$ cat src/rtl/cnmf_pkg.sv
// cnmf_pkg: shared types, constants and helper functions of the calendar match finder.
// Depends on nothing; used by every file under rtl.
package cnmf_pkg;

	localparam int unsigned YEARS_AHEAD_DEF = 2;
	localparam int unsigned CFG_W = 60;

	typedef enum logic [2:0] {
		REG_MONTH_MASK    = 3'd0,
		REG_WEEKDAY_MASK  = 3'd1,
		REG_MONTHDAY_MASK = 3'd2,
		REG_HOUR_MASK     = 3'd3,
		REG_MINUTE_MASK   = 3'd4,
		REG_SECOND_MASK   = 3'd5,
		REG_START_STAMP   = 3'd6,
		REG_END_STAMP     = 3'd7
	} reg_idx_t;

	typedef enum logic [2:0] {
		S_IDLE,
		S_PRE,
		S_YEAR,
		S_LEAP,
		S_WDAY,
		S_SCAN,
		S_DONE
	} state_t;

	// earliest allowed time on the reference day and on any later day
	typedef struct packed {
		logic       ref_ok;
		logic [4:0] ref_h;
		logic [5:0] ref_m;
		logic [5:0] ref_s;
		logic       gen_ok;
		logic [4:0] gen_h;
		logic [5:0] gen_m;
		logic [5:0] gen_s;
	} time_res_t;

	// index of lowest set bit, 0 when none
	function automatic logic [5:0] first_set(input logic [63:0] v);
		logic [5:0] r;
		r = '0;
		for (int i = 63; i >= 0; i--) begin
			if (v[i]) r = i[5:0];
		end
		return r;
	endfunction

	function automatic logic [4:0] month_len(input logic [3:0] mo, input logic leap);
		logic [4:0] r;
		case (mo)
			4'd2: r = leap ? 5'd29 : 5'd28;
			4'd4, 4'd6, 4'd9, 4'd11: r = 5'd30;
			default: r = 5'd31;
		endcase
		return r;
	endfunction

endpackage

$ cat src/rtl/cnmf_time.sv
// cnmf_time: earliest allowed hour/minute/second from the time masks.
// Depends on cnmf_pkg (time_res_t, first_set).
module cnmf_time (
	input  logic [23:0]          hour_mask,
	input  logic [59:0]          minute_mask,
	input  logic [59:0]          second_mask,
	input  logic [4:0]           rh,
	input  logic [5:0]           rm,
	input  logic [5:0]           rs,
	output cnmf_pkg::time_res_t  res
);

	logic [63:0] hr_ext, min_ext, sec_ext;
	logic [63:0] sec_from, min_gt, hr_gt;
	logic        hr_ok, min_ok, has_ms, a_ok, b_ok, c_ok;
	logic [5:0]  fm0, fs0, fh_gen, fh_gt, fm_gt, fs_from;
	logic [6:0]  rm_p1;
	logic [5:0]  rh_p1;

	assign hr_ext  = {40'b0, hour_mask};
	assign min_ext = {4'b0, minute_mask};
	assign sec_ext = {4'b0, second_mask};
	assign rm_p1   = {1'b0, rm} + 7'd1;
	assign rh_p1   = {1'b0, rh} + 6'd1;

	assign hr_ok    = hr_ext[{1'b0, rh}];
	assign min_ok   = min_ext[rm];
	assign sec_from = sec_ext & ({64{1'b1}} << rs);
	assign min_gt   = min_ext & ({64{1'b1}} << rm_p1);
	assign hr_gt    = hr_ext & ({64{1'b1}} << rh_p1);
	assign has_ms   = (|minute_mask) && (|second_mask);

	assign fm0     = cnmf_pkg::first_set(min_ext);
	assign fs0     = cnmf_pkg::first_set(sec_ext);
	assign fh_gen  = cnmf_pkg::first_set(hr_ext);
	assign fh_gt   = cnmf_pkg::first_set(hr_gt);
	assign fm_gt   = cnmf_pkg::first_set(min_gt);
	assign fs_from = cnmf_pkg::first_set(sec_from);

	// same hour and minute, later minute in same hour, or a later hour
	assign a_ok = hr_ok && min_ok && (|sec_from);
	assign b_ok = hr_ok && (|min_gt) && (|second_mask);
	assign c_ok = (|hr_gt) && has_ms;

	always_comb begin
		res.gen_ok = (|hour_mask) && has_ms;
		res.gen_h  = fh_gen[4:0];
		res.gen_m  = fm0;
		res.gen_s  = fs0;
		res.ref_ok = a_ok || b_ok || c_ok;
		if (a_ok) begin
			res.ref_h = rh;
			res.ref_m = rm;
			res.ref_s = fs_from;
		end else if (b_ok) begin
			res.ref_h = rh;
			res.ref_m = fm_gt;
			res.ref_s = fs0;
		end else begin
			res.ref_h = fh_gt[4:0];
			res.ref_m = fm0;
			res.ref_s = fs0;
		end
	end

endmodule

$ cat src/rtl/calendar_next_match_finder.sv
// calendar_next_match_finder: next calendar moment allowed by the schedule masks.
// Depends on cnmf_pkg and cnmf_time.
//
//  channel | direction | handshake          | word
//  in      | input     | in_valid/in_stall  | now_year..now_second
//  out     | output    | out_valid/out_stall| found, run_year..run_second
//  cfg     | input     | cfg_we             | cfg_index, cfg_data
//
// The day scanner tests one (month, day) slot per cycle, 31 slots per month;
// before each year the S_YEAR, S_LEAP and S_WDAY states do the leap and Jan 1
// weekday arithmetic.
// A hit ends the scan early. in_stall is high from accept until the result is taken.
// arst_n clears the masks to all allowed, start to 0 and end to all ones.
module calendar_next_match_finder #(
	parameter int unsigned YEARS_AHEAD = cnmf_pkg::YEARS_AHEAD_DEF
) (
	input  logic                       clk,
	input  logic                       arst_n,
	input  logic                       cfg_we,
	input  logic [2:0]                 cfg_index,
	input  logic [cnmf_pkg::CFG_W-1:0] cfg_data,
	input  logic                       in_valid,
	output logic                       in_stall,
	input  logic [11:0]                now_year,
	input  logic [3:0]                 now_month,
	input  logic [4:0]                 now_day,
	input  logic [4:0]                 now_hour,
	input  logic [5:0]                 now_minute,
	input  logic [5:0]                 now_second,
	output logic                       out_valid,
	input  logic                       out_stall,
	output logic                       found,
	output logic [11:0]                run_year,
	output logic [3:0]                 run_month,
	output logic [4:0]                 run_day,
	output logic [4:0]                 run_hour,
	output logic [5:0]                 run_minute,
	output logic [5:0]                 run_second
);

	logic [11:0] month_mask_q;
	logic [6:0]  weekday_mask_q;
	logic [30:0] monthday_mask_q;
	logic [23:0] hour_mask_q;
	logic [59:0] minute_mask_q, second_mask_q;
	logic [37:0] start_q, end_q;

	cnmf_pkg::state_t state_q, state_d;

	logic [37:0] ref_q;
	logic [11:0] y_q, ylast_q;
	logic [3:0]  mo_q;
	logic [4:0]  d_q;
	logic [2:0]  wd_q;
	logic        leap_q;
	logic [12:0] yy_q;
	logic [12:0] q1_q, qy_q;
	logic [12:0] sum_q;
	cnmf_pkg::time_res_t tres, tres_q;

	logic [37:0] now_pk;
	logic [11:0] ry;
	logic [20:0] ref_key, cand_key;
	logic        in_acc;
	logic        day_in_month, date_ok, is_ref, time_ok, hit, last_slot;
	logic [4:0]  hh;
	logic [5:0]  mm, ss;
	logic [37:0] stamp;
	logic [12:0] ylast_sum, yy_next, r100, leap_q100;
	logic [26:0] prod_wd;
	logic [3:0]  r7;
	logic [2:0]  dow;
	logic [31:0] prod_yy, prod_y;

	// ---------------- configuration
	always_ff @(posedge clk or negedge arst_n) begin
		if (!arst_n) begin
			month_mask_q    <= '1;
			weekday_mask_q  <= '1;
			monthday_mask_q <= '1;
			hour_mask_q     <= '1;
			minute_mask_q   <= '1;
			second_mask_q   <= '1;
			start_q         <= '0;
			end_q           <= '1;
		end else if (cfg_we) begin
			case (cnmf_pkg::reg_idx_t'(cfg_index))
				cnmf_pkg::REG_MONTH_MASK:    month_mask_q    <= cfg_data[11:0];
				cnmf_pkg::REG_WEEKDAY_MASK:  weekday_mask_q  <= cfg_data[6:0];
				cnmf_pkg::REG_MONTHDAY_MASK: monthday_mask_q <= cfg_data[30:0];
				cnmf_pkg::REG_HOUR_MASK:     hour_mask_q     <= cfg_data[23:0];
				cnmf_pkg::REG_MINUTE_MASK:   minute_mask_q   <= cfg_data[59:0];
				cnmf_pkg::REG_SECOND_MASK:   second_mask_q   <= cfg_data[59:0];
				cnmf_pkg::REG_START_STAMP:   start_q         <= cfg_data[37:0];
				cnmf_pkg::REG_END_STAMP:     end_q           <= cfg_data[37:0];
				default: ;
			endcase
		end
	end

	// ---------------- time unit
	cnmf_time u_time (
		.hour_mask   (hour_mask_q),
		.minute_mask (minute_mask_q),
		.second_mask (second_mask_q),
		.rh          (ref_q[16:12]),
		.rm          (ref_q[11:6]),
		.rs          (ref_q[5:0]),
		.res         (tres)
	);

	// ---------------- day scan combinational
	assign now_pk  = {now_year, now_month, now_day, now_hour, now_minute, now_second};
	assign ry      = ref_q[37:26];
	assign ref_key = ref_q[37:17];
	assign cand_key = {y_q, mo_q, d_q};

	assign day_in_month = d_q <= cnmf_pkg::month_len(mo_q, leap_q);
	assign date_ok = day_in_month && month_mask_q[mo_q - 4'd1]
		&& monthday_mask_q[d_q - 5'd1] && weekday_mask_q[wd_q]
		&& (cand_key >= ref_key);
	assign is_ref  = cand_key == ref_key;
	assign time_ok = is_ref ? tres_q.ref_ok : tres_q.gen_ok;
	assign hit     = date_ok && time_ok;
	assign hh      = is_ref ? tres_q.ref_h : tres_q.gen_h;
	assign mm      = is_ref ? tres_q.ref_m : tres_q.gen_m;
	assign ss      = is_ref ? tres_q.ref_s : tres_q.gen_s;
	assign stamp   = {y_q, mo_q, d_q, hh, mm, ss};
	assign last_slot = (mo_q == 4'd12) && (d_q == 5'd31);

	assign ylast_sum = {1'b0, ry} + 13'(YEARS_AHEAD);
	assign yy_next   = {1'b0, y_q} + 13'd399;

	// x/100 as multiply by 5243 >> 19, exact below 43690
	assign prod_yy = 32'(yy_next) * 32'd5243;
	assign prod_y  = 32'({1'b0, y_q}) * 32'd5243;
	assign r100    = {1'b0, y_q} - 13'(qy_q * 13'd100);
	assign leap_q100 = qy_q;

	// s mod 7: q = s*9362 >> 16 is floor or one less
	assign prod_wd = 27'(sum_q) * 27'd9362;
	assign r7  = 4'(sum_q - 13'(prod_wd[26:16]) * 13'd7);
	assign dow = (r7 >= 4'd7) ? 3'(r7 - 4'd7) : r7[2:0];

	assign in_acc  = in_valid && !in_stall;

	// ---------------- sequencer
	always_comb begin
		state_d = state_q;
		case (state_q)
			cnmf_pkg::S_IDLE: if (in_valid) state_d = cnmf_pkg::S_PRE;
			cnmf_pkg::S_PRE:  state_d = cnmf_pkg::S_YEAR;
			cnmf_pkg::S_YEAR: state_d = cnmf_pkg::S_LEAP;
			cnmf_pkg::S_LEAP: state_d = cnmf_pkg::S_WDAY;
			cnmf_pkg::S_WDAY: state_d = cnmf_pkg::S_SCAN;
			cnmf_pkg::S_SCAN: begin
				if (hit) state_d = cnmf_pkg::S_DONE;
				else if (last_slot)
					state_d = (y_q == ylast_q) ? cnmf_pkg::S_DONE : cnmf_pkg::S_YEAR;
			end
			cnmf_pkg::S_DONE: if (!out_stall) state_d = cnmf_pkg::S_IDLE;
			default: state_d = cnmf_pkg::S_IDLE;
		endcase
	end

	always_comb begin
		in_stall  = state_q != cnmf_pkg::S_IDLE;
		out_valid = state_q == cnmf_pkg::S_DONE;
	end

	always_ff @(posedge clk or negedge arst_n) begin
		if (!arst_n) state_q <= cnmf_pkg::S_IDLE;
		else         state_q <= state_d;
	end

	// ---------------- datapath
	always_ff @(posedge clk) begin
		if (in_acc) begin
			ref_q <= (start_q > now_pk) ? start_q : now_pk;
		end
		case (state_q)
			cnmf_pkg::S_PRE: begin
				tres_q  <= tres;
				y_q     <= ry;
				ylast_q <= ylast_sum[12] ? 12'hFFF : ylast_sum[11:0];
				mo_q    <= 4'd1;
				d_q     <= 5'd1;
				found      <= 1'b0;
				run_year   <= '0;
				run_month  <= '0;
				run_day    <= '0;
				run_hour   <= '0;
				run_minute <= '0;
				run_second <= '0;
			end
			cnmf_pkg::S_YEAR: begin
				yy_q <= yy_next;
				q1_q <= 13'(prod_yy >> 19);
				qy_q <= 13'(prod_y >> 19);
			end
			cnmf_pkg::S_LEAP: begin
				leap_q <= ((y_q[1:0] == 2'd0) && (r100 != 13'd0))
					|| ((r100 == 13'd0) && (leap_q100[1:0] == 2'd0));
				// Jan 1 weekday sum, Sunday = 0
				sum_q  <= yy_q + (yy_q >> 2) - q1_q + (q1_q >> 2) + 13'd1;
			end
			cnmf_pkg::S_WDAY: begin
				wd_q <= (dow == 3'd0) ? 3'd6 : dow - 3'd1;
			end
			cnmf_pkg::S_SCAN: begin
				if (hit) begin
					if (stamp <= end_q) begin
						found      <= 1'b1;
						run_year   <= y_q;
						run_month  <= mo_q;
						run_day    <= d_q;
						run_hour   <= hh;
						run_minute <= mm;
						run_second <= ss;
					end
				end else begin
					if (day_in_month) wd_q <= (wd_q == 3'd6) ? 3'd0 : wd_q + 3'd1;
					if (d_q == 5'd31) begin
						d_q <= 5'd1;
						if (mo_q == 4'd12) begin
							mo_q <= 4'd1;
							if (y_q != ylast_q) y_q <= y_q + 12'd1;
						end else begin
							mo_q <= mo_q + 4'd1;
						end
					end else begin
						d_q <= d_q + 5'd1;
					end
				end
			end
			default: ;
		endcase
	end

endmodule

$ cat config.mk
export PLATFORM = sky130hd
export DESIGN_NAME = calendar_next_match_finder
export DESIGN_NICKNAME = d
export VERILOG_FILES = /design/src/rtl/cnmf_pkg.sv /design/src/rtl/cnmf_time.sv /design/src/rtl/calendar_next_match_finder.sv
export SDC_FILE = /design/constraint.sdc
export NUM_CORES = 2
export LEC_CHECK = 0
export BUFFER_PORTS_ARGS = -buffer_cell sky130_fd_sc_hd__buf_2
export CELL_PAD_IN_SITES_DETAIL_PLACEMENT = 0
export CELL_PAD_IN_SITES_GLOBAL_PLACEMENT = 1
export CORE_UTILIZATION = 45
export CTS_CLUSTER_SIZE = 20
export DETAILED_ROUTE_END_ITERATION = 8
export PLACE_DENSITY = 0.81
export SYNTH_ARGS = -nofsm -noshare
export SYNTH_HDL_FRONTEND = slang
export SYNTH_SLANG_ARGS = --single-unit
$ cat constraint.sdc
create_clock -name clk -period 9.2 [get_ports clk]
set_input_delay 0 -clock clk [delete_from_list [all_inputs] [get_ports clk]]
set_output_delay 0 -clock clk [all_outputs]
set_load 0.05 [all_outputs]
==> metrics.cfg <==
[cells_and_area]
synthToLayoutAreaGrowth_pct=12.8
nets=4548
multi_input_comb_area_um2=22500
drive_gt1_share_pct=23.0
final_cell_mix=inv_1, ha_1, mux2_2, dfstp_2
layout_commonest_cell=inv_1
fillers=7261
finalNonFillerCells=5021
layout.area.seq_um2=12800

[logic_synthesis]
synthesis.nets=4320
synth-main-ff-cell=dfstp_2
synth-seq-area-share_pct=34.1
yosysUniqueCellTypes=106
synthArstFlopShare_pct=59.1
syn_avg_cell_area_um2=10.2
ys.warnings.count=0
synth_area_um2=37500
syn_inst=3676
ys_ff_latch=462
synth_edf_count=189

[routing]
detail-route-antenna-nets=0
avgViaCountPerCell=5.90
vias=29600
first_pass_iters=6
dr.first_iter.drc_count=2597
route.detailed.drc=0
wl_mm=115
wl_per_cell_um=23.0

[sta]
rsz0062_at_grt=no
max_slew.worst_pin.slew_ns=1.36
period_share_pct=81.4
worst_slack_ns=1.71
maxSlewViolCount=0
fin_setup_tns_ns=0
finalClockSkew_ns=0.0690
relSlewSlack_pct=7.08
fin_crit_ns=7.49
max_freq_mhz=134
setup_viol=0
finalHoldViolations=0

[worst_setup_path]
crit_required_ns=9.57
worstPathArrival_ns=7.86
cp-end-kind=flop
crit_path_max_fanout=6
worstSetupPathType=flop to flop
cpMostUsedCell=ha_1
crit_path_max_incr_delay_ns=0.54
crit_slowest_cell=fa_1
start_kind=flop

[job]
drv_cap=0

[placed_design]
numPlacedInstances=4818
place.gp.congestion=0.985
dp_slack_ns=1.77
port_buffers=146
dp_hpwl_mm=86.7

[floorplan]
pin_count=147
die_width_um=291
core-area_um2=82400
rows=105
die_h_um=291
initial_utilization_pct=45.6
dieArea_um2=84600

[clocking]
root_buffer=clkbuf_16
cts_resized=0
cts_tree=built
holdBufCountCts=101
clock_latency_ns=0.68
cts_htree_levels=2
clock_path_buffers=3
cts_sinks=462
clkSlewWorstSetupHoldPaths_ns=0.06
post_cts_buffers=0
cts_buffers=53

[global_routing]
antenna_found_initial=6
grt_usage_pct=27.2
grt_pass1_vias=29300
grt_pass1_wl_mm=177
grt_max_degree=139
grt_overflow=0

[run_status]
status=completed

[min_path]
min_path_type=primary input to flop

worst max-delay path: cells and delay by family (launching register included):
family	cells	cell delay, ns
buffers and inverters	4	0.23
adders and majority gates	9	3.23
xor gates and xnor gates	6	1.17
AOI/OAI and AO/OA	8	1.86
DFF	1	0.50
and+or+nand+nor	2	0.26
per-layer routing:
metal	global-route usage [%]	up-vias	part of all wire [%]
met3	4.86	258	6.9
li1	-	13600	-
met1	36.0	14700	42
met5	0	-	0.023
met2	43.9	1075	46
met4	11.0	4	4.5
logic make-up (layout without fill, tap and decap cells):
| logic type | count (synthesis) | after routing | synth area share (%) |
|---|---|---|---|
| AO/OA/AOI/OAI | 779 | 779 | 13.6 |
| XOR/XNOR | 100 | 100 | 2.33 |
| adder cells (fa/ha/maj) | 538 | 538 | 20.7 |
| buffers and inverters | 596 | 869 | 6.14 |
| flip-flops | 462 | 462 | 34.1 |
| multiplexers | 385 | 385 | 12.4 |
| other | 0 | 2 | 0 |
| AND/OR/NAND/NOR | 816 | 816 | 10.8 |
cell usage after synthesis, drive strengths merged, types with 67 or more instances:
cell type,count,share of area [%]
a21oi,191,2.5
clkbuf,96,0.97
dfstp,232,16
edfxtp,189,15
fa,136,7.3
ha,402,13
inv,475,4.7
mux2,321,9.6
nand2,201,2.0
nand3,80,1.1
nor2,204,2.1
o21ai,189,2.5
xnor2,67,1.6
layout make-up:
type	count	share of cell area, %
multi-input combinational	2618	53.2
sequential	462	30.2
timing repair buffer	293	4.95
inverter	476	4.22
clock buffer	74	3.48
tap	1070	3.16
clock inverter	26	0.765
antenna	2	0.0118
metrics by stage:
step	util (%)	instance area (um2)	hold slack, ns
after global placement	48.0	39500	0.229
after detailed placement	48.0	39500	0.234
final	51.4	42300	0.0655
after floorplan	-	37500	-0.296
after CTS	51.4	42300	0.0407
after global routing	51.4	42300	0.0657
registers in the layout, summed over array words and instances, names as in the netlist, 6 cells and up:
| signal | flops |
|---|---|
| ylast_q | 12 |
| run_year | 12 |
| start_q | 38 |
| run_minute | 6 |
| ref_q | 38 |
| month_mask_q | 12 |
| leap_q100 | 6 |
| sum_q | 13 |
| tres_q | 36 |
| minute_mask_q | 60 |
| y_q | 12 |
| run_second | 6 |
| weekday_mask_q | 7 |
| q1_q | 7 |
| hour_mask_q | 24 |
| second_mask_q | 60 |
| end_q | 38 |
| yy_q | 13 |
| monthday_mask_q | 31 |
worst paths after layout:
check	from	end	slack, ns	cells past startpoint
setup / recovery	sum_q[1]	wd_q[0]	1.71	29
hold / removal	cfg_index[1]	weekday_mask_q[2]	0.07	4
setup reg to reg	sum_q[1]	wd_q[0]	1.71	29
hold reg to reg	start_q[10]	start_q[10]	0.53	1
max in group asynchronous	arst_n	start_q[5]	7.37	3
min in group asynchronous	arst_n	start_q[37]	0.10	2
Power is not shown: default switching activity piles up to over one toggle a cycle in this logic, so the estimate is an artifact.
